--- src/hw/rtl/ewa_pkg.sv ---
// Package for the 256-bit word ALU: op codes and the queued word type.
// No dependencies.
package ewa_pkg;
	typedef enum logic [4:0] {
		OP_ADD = 5'd0, OP_SUB = 5'd1, OP_LT = 5'd2, OP_GT = 5'd3, OP_SLT = 5'd4,
		OP_SGT = 5'd5, OP_EQ = 5'd6, OP_EQZ = 5'd7, OP_AND = 5'd8, OP_OR = 5'd9,
		OP_XOR = 5'd10, OP_NOT = 5'd11, OP_BYTE = 5'd12, OP_SHL = 5'd13,
		OP_SHR = 5'd14, OP_SAR = 5'd15, OP_SIGNEXT = 5'd16
	} op_t;

	// classified word passed from front to back
	typedef struct packed {
		logic [4:0]   cmd;
		logic         small256;  // A < 256
		logic         small32;   // A < 32
		logic         small31;   // A < 31
		logic [255:0] a;
		logic [255:0] b;
	} ewa_item_t;
endpackage

--- src/hw/rtl/ewa_front.sv ---
// Front: registers incoming words and classifies the range of operand A.
// Depends on ewa_pkg.
module ewa_front (
	input  logic               clk,
	input  logic               arst_n,
	input  logic               in_valid,
	output logic               in_stall,
	input  ewa_pkg::ewa_item_t in_item,
	output logic               out_valid,
	input  logic               out_stall,
	output ewa_pkg::ewa_item_t out_item
);
	logic               valid_q;
	ewa_pkg::ewa_item_t item_q;
	logic               hi_zero;
	ewa_pkg::ewa_item_t cls;

	assign in_stall = valid_q && out_stall;
	assign hi_zero = (in_item.a[255:64] == '0);

	always_comb begin
		cls = in_item;
		cls.small256 = hi_zero && (in_item.a[63:8] == '0);
		cls.small32 = hi_zero && (in_item.a[63:5] == '0);
		cls.small31 = cls.small32 && (in_item.a[4:0] != 5'd31);
	end

	always_ff @(posedge clk or negedge arst_n) begin
		if (!arst_n) begin
			valid_q <= 1'b0;
		end else if (!in_stall) begin
			valid_q <= in_valid;
		end
	end

	always_ff @(posedge clk) begin
		if (!in_stall && in_valid) begin
			item_q <= cls;
		end
	end

	assign out_valid = valid_q;
	assign out_item = item_q;
endmodule

--- config.mk ---
export PLATFORM = sky130hd
export DESIGN_NAME = ewa_front
export DESIGN_NICKNAME = d
export VERILOG_FILES = /design/src/hw/rtl/ewa_pkg.sv /design/src/hw/rtl/ewa_front.sv
export SDC_FILE = /design/constraint.sdc
export NUM_CORES = 1
export LEC_CHECK = 0
export BUFFER_PORTS_ARGS = -buffer_cell sky130_fd_sc_hd__buf_4
export CAP_MARGIN = 0
export CORE_AREA = 2 2 413 415
export CTS_BUF_LIST = sky130_fd_sc_hd__clkbuf_8
export CTS_CLUSTER_SIZE = 10
export DETAILED_ROUTE_END_ITERATION = 10
export DIE_AREA = 0 0 415 417
export GPL_ROUTABILITY_DRIVEN = 0
export HOLD_SLACK_MARGIN = 0.08
export PLACE_DENSITY = 0.3
export SYNTH_ARGS = -nofsm -noshare
export SYNTH_HDL_FRONTEND = slang
export SYNTH_SLANG_ARGS = --single-unit
--- constraint.sdc ---
create_clock -name clk -period 39.6 [get_ports clk]
set_input_delay 7.92 -clock clk [delete_from_list [all_inputs] [get_ports clk]]
set_output_delay 7.92 -clock clk [all_outputs]
set_load 0.02 [all_outputs]
==> metrics.txt <==
Worst Hold End=out_valid; WS Path Type=in2out; Initial DRC Count=727; endpoints failing hold=0; # hold bufs at CTS=0; H-tree depth=3; syn_area_per_cell=26.3 um2; Final min period=16.32 ns; Worst setup SP type=primary input; Clk Latency, worst-skew pair=0.83 ns; initial core utilization=0.0962; Slowest cell on crit path=and2_1; cell family with most CP delay=buffers and inverters; # Max-Cap Violations=0; drt pass-1 iters=5; Die Area=0.173 mm2; top cell type's share of synthesized area=0.963; dpl cells=3882; Pwr Density=47.6 mW/mm2; most frequent CP cell=buf_4; period utilization=0.412; num ports=1046; syn_nets=1140; Synth Instances=616; Final Slew Violations=0; antenna violations before repair=67; share of cells above drive strength 1=0.645; Register-to-Register Path Depth=5; die width=415 um; CTS tree=yes; grt peak-use layer=met2; Resize count post-CTS=0; Final Power=1.38 mW; top post-synthesis cells by area=edfxtp_1, nor4_1, nand4_1; Critical Path AT=8.40 ns; Lkg Pwr=11.2 nW; vias in the first global route=12463; largest net degree at the start of global routing=157; CP required=31.68 ns; Die Height=417 um; Clock transition at path regs=0.06 ns; CTS Buffer Depth=3; Clock Skews=0.0374 ns; grt ovf=0; WL/cell=24.4 um; Synth warnings=0; Finish-stage setup viols=0; met1 Usage GRT=0.111; routing usage on met3=0.0480; number of synthesized register bits=521; Root Driver=clkbuf_8; RSZ-0062 raised after global routing=no; met2 GRT Util=0.195; ANT nets after route=0; crit path max fanout=3; row cnt=151; Core ar.=0.169 mm2; fin cells=4088; Worst Hold Launch=out_valid; status=complete, no violations; r2r setup slk=35.93 ns; Worst path max stage delay=0.21 ns; Slew HR=0.268; Final Net Count=2293; area leader, netlist=edfxtp_1; sum of negative setup slack=0 ns; post-synthesis cell type count=13; post-CTS setup buffers=0; routed via count=11666; register area share after synthesis=0.964; crit-path cells=buf_4 > and2_1 > buf_4; fin util=0.172; synthesized cell area=0.0162 mm2; DRC Markers=0; Port-buffer cells=1042; Final HPWL DP=82.0 mm; Max Fclk=61.3 MHz; area grow syn2layout=78.8%; Hold Crit Class=reg2reg; R2R Path Start=out_valid; worst reg2reg endpoint=out_item[233]; GRT Total Usage=0.110; crit end category=primary output; Worst-Margin Slew=1.10 ns; vias per cell=2.85; routed wire length=99.8 mm; worst vdd ir=22.1 uV; first-pass GRT wire length=125 mm; Num CTS Buffers=103; hold depth=2; Sink Count=521; crit path buf inv count=2
how the worst max path moves through the flow:
stage               startpoint     endpoint  slack [ns]  cells past startpoint
global route         out_stall     in_stall       23.27                      3
floorplan            out_stall  out_item[0]        7.37                      2
finish               out_stall     in_stall       23.28                      3
global placement     out_stall     in_stall       23.29                      3
CTS                  out_stall     in_stall       23.29                      3
detailed placement   out_stall     in_stall       23.29                      3
stage by stage:
| stage | hold WS [ns] | setup slack [ns] | cell area [um2] |
|---|---|---|---|
| global route | 0.832 | 23.27 | 29000 |
| floorplan | 0.899 | 7.37 | 16200 |
| global placement | 0.755 | 23.29 | 26900 |
| finish | 0.799 | 23.28 | 29000 |
| CTS | 0.787 | 23.29 | 29000 |
| detailed placement | 0.767 | 23.29 | 26900 |
worst reg2reg max path, cell delays in order (launching register included):
cell,delay [ns]
dfrtp_1,0.41
and2_1,0.22
nor2b_4,0.14
buf_12,0.62
buf_4,0.95
buf_12,0.68
routing by layer:
layer	up-vias	wire (um)
li1	4966	-
met1	5794	34900
met2	671	52700
met3	223	9060
met4	12	3030
met5	-	80
report_power, final:
group	leakage [nW]	total (mW)	switching (mW)	internal (mW)
combinational	5.10	0.159	0.0914	0.0680
sequential	4.96	0.656	0.0114	0.645
clock	1.10	0.565	0.271	0.294
total	11.2	1.38	0.373	1.01
cell usage after synthesis:
library cell	number
and2_1	1
nor3_1	1
nor4_1	66
nand3_1	2
dfrtp_1	1
edfxtp_1	520
nor3_2	1
nand4_1	15
inv_1	1
or2_2	1
nand2_1	3
nor2b_1	1
nor2_1	3
final cells by class:
class,count,area (um2)
Fill cell,18524,140000
Sequential cell,521,15600
Timing Repair Buffer,1048,7910
Tap cell,2218,2780
Clock buffer,105,1450
Multi-Input combinational cell,94,593
Clock inverter,86,589
Antenna cell,15,37.5
Inverter,1,3.75
flip-flops by register name, indices dropped and copies added, names as in the netlist:
register / count
out_item: 520
out_valid: 1
kinds of logic (layout without fill, tap and decap cells):
kind of cell           count (synthesis)  in the layout  synth area share
DFF                                  521            521             0.964
and+or+nand+nor                       94             94            0.0353
buffers and inverters                  1           1240          0.000231
other                                  0             15                 0
cell usage in the layout (no fill, tap or decap), drive strengths merged:
master | netlist | layout
buf | 0 | 1048
bufinv | 0 | 7
inv | 1 | 23
nand2 | 3 | 3
diode | 0 | 15
or2 | 1 | 1
dfrtp | 1 | 1
edfxtp | 520 | 520
nand4 | 15 | 15
and2 | 1 | 1
clkinvlp | 0 | 9
nor2 | 3 | 3
nand3 | 2 | 2
clkbuf | 0 | 105
clkinv | 0 | 48
nor2b | 1 | 1
nor4 | 66 | 66
nor3 | 2 | 2
No activity file was read; power rests on OpenSTA's default activity.
