$ cat src/hw/rtl/ewa_pkg.sv
// Package for the 256-bit word ALU: op codes and the queued word type.
// No dependencies.
package ewa_pkg;
	typedef enum logic [4:0] {
		OP_ADD = 5'd0, OP_SUB = 5'd1, OP_LT = 5'd2, OP_GT = 5'd3, OP_SLT = 5'd4,
		OP_SGT = 5'd5, OP_EQ = 5'd6, OP_EQZ = 5'd7, OP_AND = 5'd8, OP_OR = 5'd9,
		OP_XOR = 5'd10, OP_NOT = 5'd11, OP_BYTE = 5'd12, OP_SHL = 5'd13,
		OP_SHR = 5'd14, OP_SAR = 5'd15, OP_SIGNEXT = 5'd16
	} op_t;

	// classified word passed from front to back
	typedef struct packed {
		logic [4:0]   cmd;
		logic         small256;  // A < 256
		logic         small32;   // A < 32
		logic         small31;   // A < 31
		logic [255:0] a;
		logic [255:0] b;
	} ewa_item_t;
endpackage

$ cat src/hw/rtl/ewa_queue.sv
// Two-entry queue between front and back.
// Depends on ewa_pkg.
module ewa_queue (
	input  logic               clk,
	input  logic               arst_n,
	input  logic               in_valid,
	output logic               in_stall,
	input  ewa_pkg::ewa_item_t in_item,
	output logic               out_valid,
	input  logic               out_stall,
	output ewa_pkg::ewa_item_t out_item
);
	ewa_pkg::ewa_item_t mem_q [2];
	logic               wp_q;
	logic               rp_q;
	logic [1:0]         cnt_q;
	logic               push;
	logic               pop;

	assign in_stall = (cnt_q == 2'd2);
	assign out_valid = (cnt_q != 2'd0);
	assign push = in_valid && !in_stall;
	assign pop = out_valid && !out_stall;
	assign out_item = mem_q[rp_q];

	always_ff @(posedge clk or negedge arst_n) begin
		if (!arst_n) begin
			wp_q <= 1'b0;
			rp_q <= 1'b0;
			cnt_q <= 2'd0;
		end else begin
			if (push) wp_q <= ~wp_q;
			if (pop) rp_q <= ~rp_q;
			cnt_q <= cnt_q + {1'b0, push} - {1'b0, pop};
		end
	end

	always_ff @(posedge clk) begin
		if (push) begin
			mem_q[wp_q] <= in_item;
		end
	end
endmodule

$ cat config.mk
export PLATFORM = sky130hd
export DESIGN_NAME = ewa_queue
export DESIGN_NICKNAME = d
export VERILOG_FILES = /design/src/hw/rtl/ewa_pkg.sv /design/src/hw/rtl/ewa_queue.sv
export SDC_FILE = /design/constraint.sdc
export NUM_CORES = 1
export LEC_CHECK = 0
export ABC_AREA = 1
export BUFFER_PORTS_ARGS = -buffer_cell sky130_fd_sc_hd__buf_4
export CAP_MARGIN = 10
export CELL_PAD_IN_SITES_DETAIL_PLACEMENT = 1
export CELL_PAD_IN_SITES_GLOBAL_PLACEMENT = 1
export CORE_AREA = 3 3 408 410
export DETAILED_ROUTE_END_ITERATION = 8
export DIE_AREA = 0 0 411 413
export PLACE_DENSITY = 0.58
export SLEW_MARGIN = 20
export SYNTH_ARGS = -nofsm -noshare
export SYNTH_HDL_FRONTEND = slang
export SYNTH_SLANG_ARGS = --single-unit
$ cat constraint.sdc
create_clock -name clk -period 72.8 [get_ports clk]
set_clock_uncertainty 0.2 [all_clocks]
set_input_delay 14.56 -clock clk [delete_from_list [all_inputs] [get_ports clk]]
set_output_delay 14.56 -clock clk [all_outputs]
set_load 0.1 [all_outputs]
==> flow_summary.toml <==
[place]
port_buffers = 1045
gpl.final_weighted_congestion = 0.807
dp_hpwl_mm = 88.8

[clock_network]
htree_levels = 3
cts_tree = "built"
worstSkewPairLatency_ns = 0.70
post_cts.resized_instances = 0
cts.reportedPaths.clkPinSlew_ns = 0.06
tritoncts.num_buffers = 115
postCtsHoldBufs = 0
post_cts.repair.setup_buffers = 0
ctsRootBufferMaster = "clkbuf_16"
cts.sinks = 1044
clk_path_buf_depth = 3

[floorplanning]
design.core.area_um2 = 163000
chipHeight_um = 413
rows = 148
die_w_um = 411
initial_utilization = 0.235
ios = 1046
dieArea_um2 = 170000

[setup_path]
arrival_time_of_data_at_the_critical_path_endpoint_ns = 4.46
r2r_setup_slack_ns = 67.86
worstPathRequired_ns = 58.04
worst_r2r_path_depth = 7
critPathCaptureType = "output pin"
setup.worst_path.start_class = "flip-flop"
worst_r2r_startpoint = "cnt_q[1]"
setup_crit_path_kind = "reg -> out"
critical_path_peak_fanout = 72
rr_endpoint = "mem_q[1][94]"

[sta]
fmax_mhz = 52.0
hold_viol_final = 0
finalCriticalPeriod_ns = 19.22
slew_worst_pin_ns = 1.11
timing.final.crit_share = 0.264
slew-limit-headroom = 0.263
slew_viol_final = 0
grt_setup_unrepaired = "false"
finalSetupViolations = 0
final.setup.tns_ns = 0

[yosys]
synth_sequential_area_ratio = 0.820
synthesis.area_per_instance_um2 = 13.9
synth.most_common_cell = "nand2_1"
ys_dominant_reg_cell = "edfxtp_1"
synth-edff-count = 1040
synth_async_sr_flop_share = 0.00383
ys_top_cells_by_count = "nand2_1, edfxtp_1, buf_2"
synthesis.nets = 3275
synth_cells = 2749
synth.cell_area_um2 = 38200
postSynthRegisterBits = 1044
synth_top_cell_area_share = 0.817
synthDistinctLibCells = 13
synth_area_leader_cell = "edfxtp_1"
ys_top_cells_by_area = "edfxtp_1, nand2_1, buf_6"
synth-warning-count = 0

[detailed_routing]
routed_wire_length_per_instance_um = 20.8
drc_errors = 0
1st_pass_router_iterations = 4
detailroute.via_count = 24545
routed_via_density = 4.02
wirelength_mm = 127
drtAntennaViolNets = 0
drtIter0Drc = 1416

[outcome]
run_status = "complete, no violations"

[finish]
nNetsFinal = 4348
multi_input_area_um2 = 5960
final-seq-area_um2 = 31300
layout-drive-gt1-share = 0.315
synthToLayoutAreaGrowth_pct = 35.6
n_fill_cell = 17654

[global_route]
global_route_overflow = 0
grt_antenna_before_repair = 40
first_global_vias = 25903
grt_first_pass_wirelength_mm = 177
grt_max_degree = 311
grt_use_total = 0.143

[hold_path]
min_from = "wp_q"
worstHoldPathCells = 2
min_path_type = "reg -> reg"
worstHoldEndpoint = "wp_q"

[job]
timing.max_cap.violations = 0
## cell type report
cell class,count,area share
flip-flops and latches,1044,0.605
multi-input cells,1579,0.115
repair buffers,1071,0.156
inverters,11,0.00145
well taps,2175,0.0525
diodes,15,0.000725
clock inverters,72,0.0109
clock buffers,141,0.0588
## worst max path at each step
| stage | endpoint | from | slack (ns) |
|---|---|---|---|
| floorplan | mem_q[1][0] | in_valid | 35.04 |
| global placement | mem_q[1][277] | in_valid | 53.76 |
| detailed placement | mem_q[1][74] | in_valid | 53.72 |
| CTS | out_item[279] | rp_q | 53.40 |
| global route | out_item[178] | rp_q | 53.20 |
| finish | out_item[178] | rp_q | 53.58 |
## flip-flops by register name, indices dropped and copies added, names as in the netlist
| register | flops |
|---|---|
| mem_q | 1040 |
| wp_q | 1 |
| rp_q | 1 |
| cnt_q | 2 |
## worst max-delay path, stage by stage, from the launching register on
cell     delay [ns]
dfrtp_4        0.83
buf_4          0.75
buf_4          0.66
buf_4          0.80
nand2_1        0.12
nand2_1        0.14
buf_4          0.30
## cells in the final DEF (no fill, tap or decap), types with 2 or more instances in the layout
master,instances
clkinv_1,34
bufinv_16,5
clkbuf_8,3
nand2_1,1573
clkinv_16,5
edfxtp_1,1040
dfrtp_1,3
clkbuf_16,117
clkinvlp_4,3
inv_1,9
clkinv_2,23
inv_8,2
nand3_1,3
clkbuf_1,21
diode_2,15
ha_1,2
buf_4,1069
## logic make-up (layout without fill, tap and decap cells)
family	count (synthesis)	in the layout	share of synthesized area
buf+inv	126	1295	0.0246
fa+ha+maj	2	2	0.000655
flops	1044	1044	0.820
other cells	0	15	0
simple gates	1577	1577	0.155
## layer usage
| layer | GRT usage | vias to the layer above | part of all wire |
|---|---|---|---|
| li1 | - | 11472 | - |
| met1 | 0.155 | 12090 | 0.37 |
| met2 | 0.251 | 776 | 0.51 |
| met3 | 0.0606 | 175 | 0.098 |
| met4 | 0.0454 | 32 | 0.024 |
| met5 | 0 | - | 0.0016 |
## per-stage QoR
step | hold WS (ns) | setup WS, ns | instances | area [µm²] | utilization
2_1_floorplan | 0.242 | 35.04 | 2749 | 38200 | -
3_3_place_gp | 0.267 | 53.76 | 5879 | 48100 | 0.296
3_5_place_dp | 0.269 | 53.72 | 5879 | 48100 | 0.296
4_1_cts | 0.282 | 53.40 | 6092 | 51700 | 0.318
5_1_grt | 0.319 | 53.20 | 6099 | 51800 | 0.318
6_report | 0.284 | 53.58 | 6108 | 51800 | 0.318
Power is left out: the tool's default activity adds up to more than one toggle a clock period on the data nets, which glitch-free logic cannot reach.
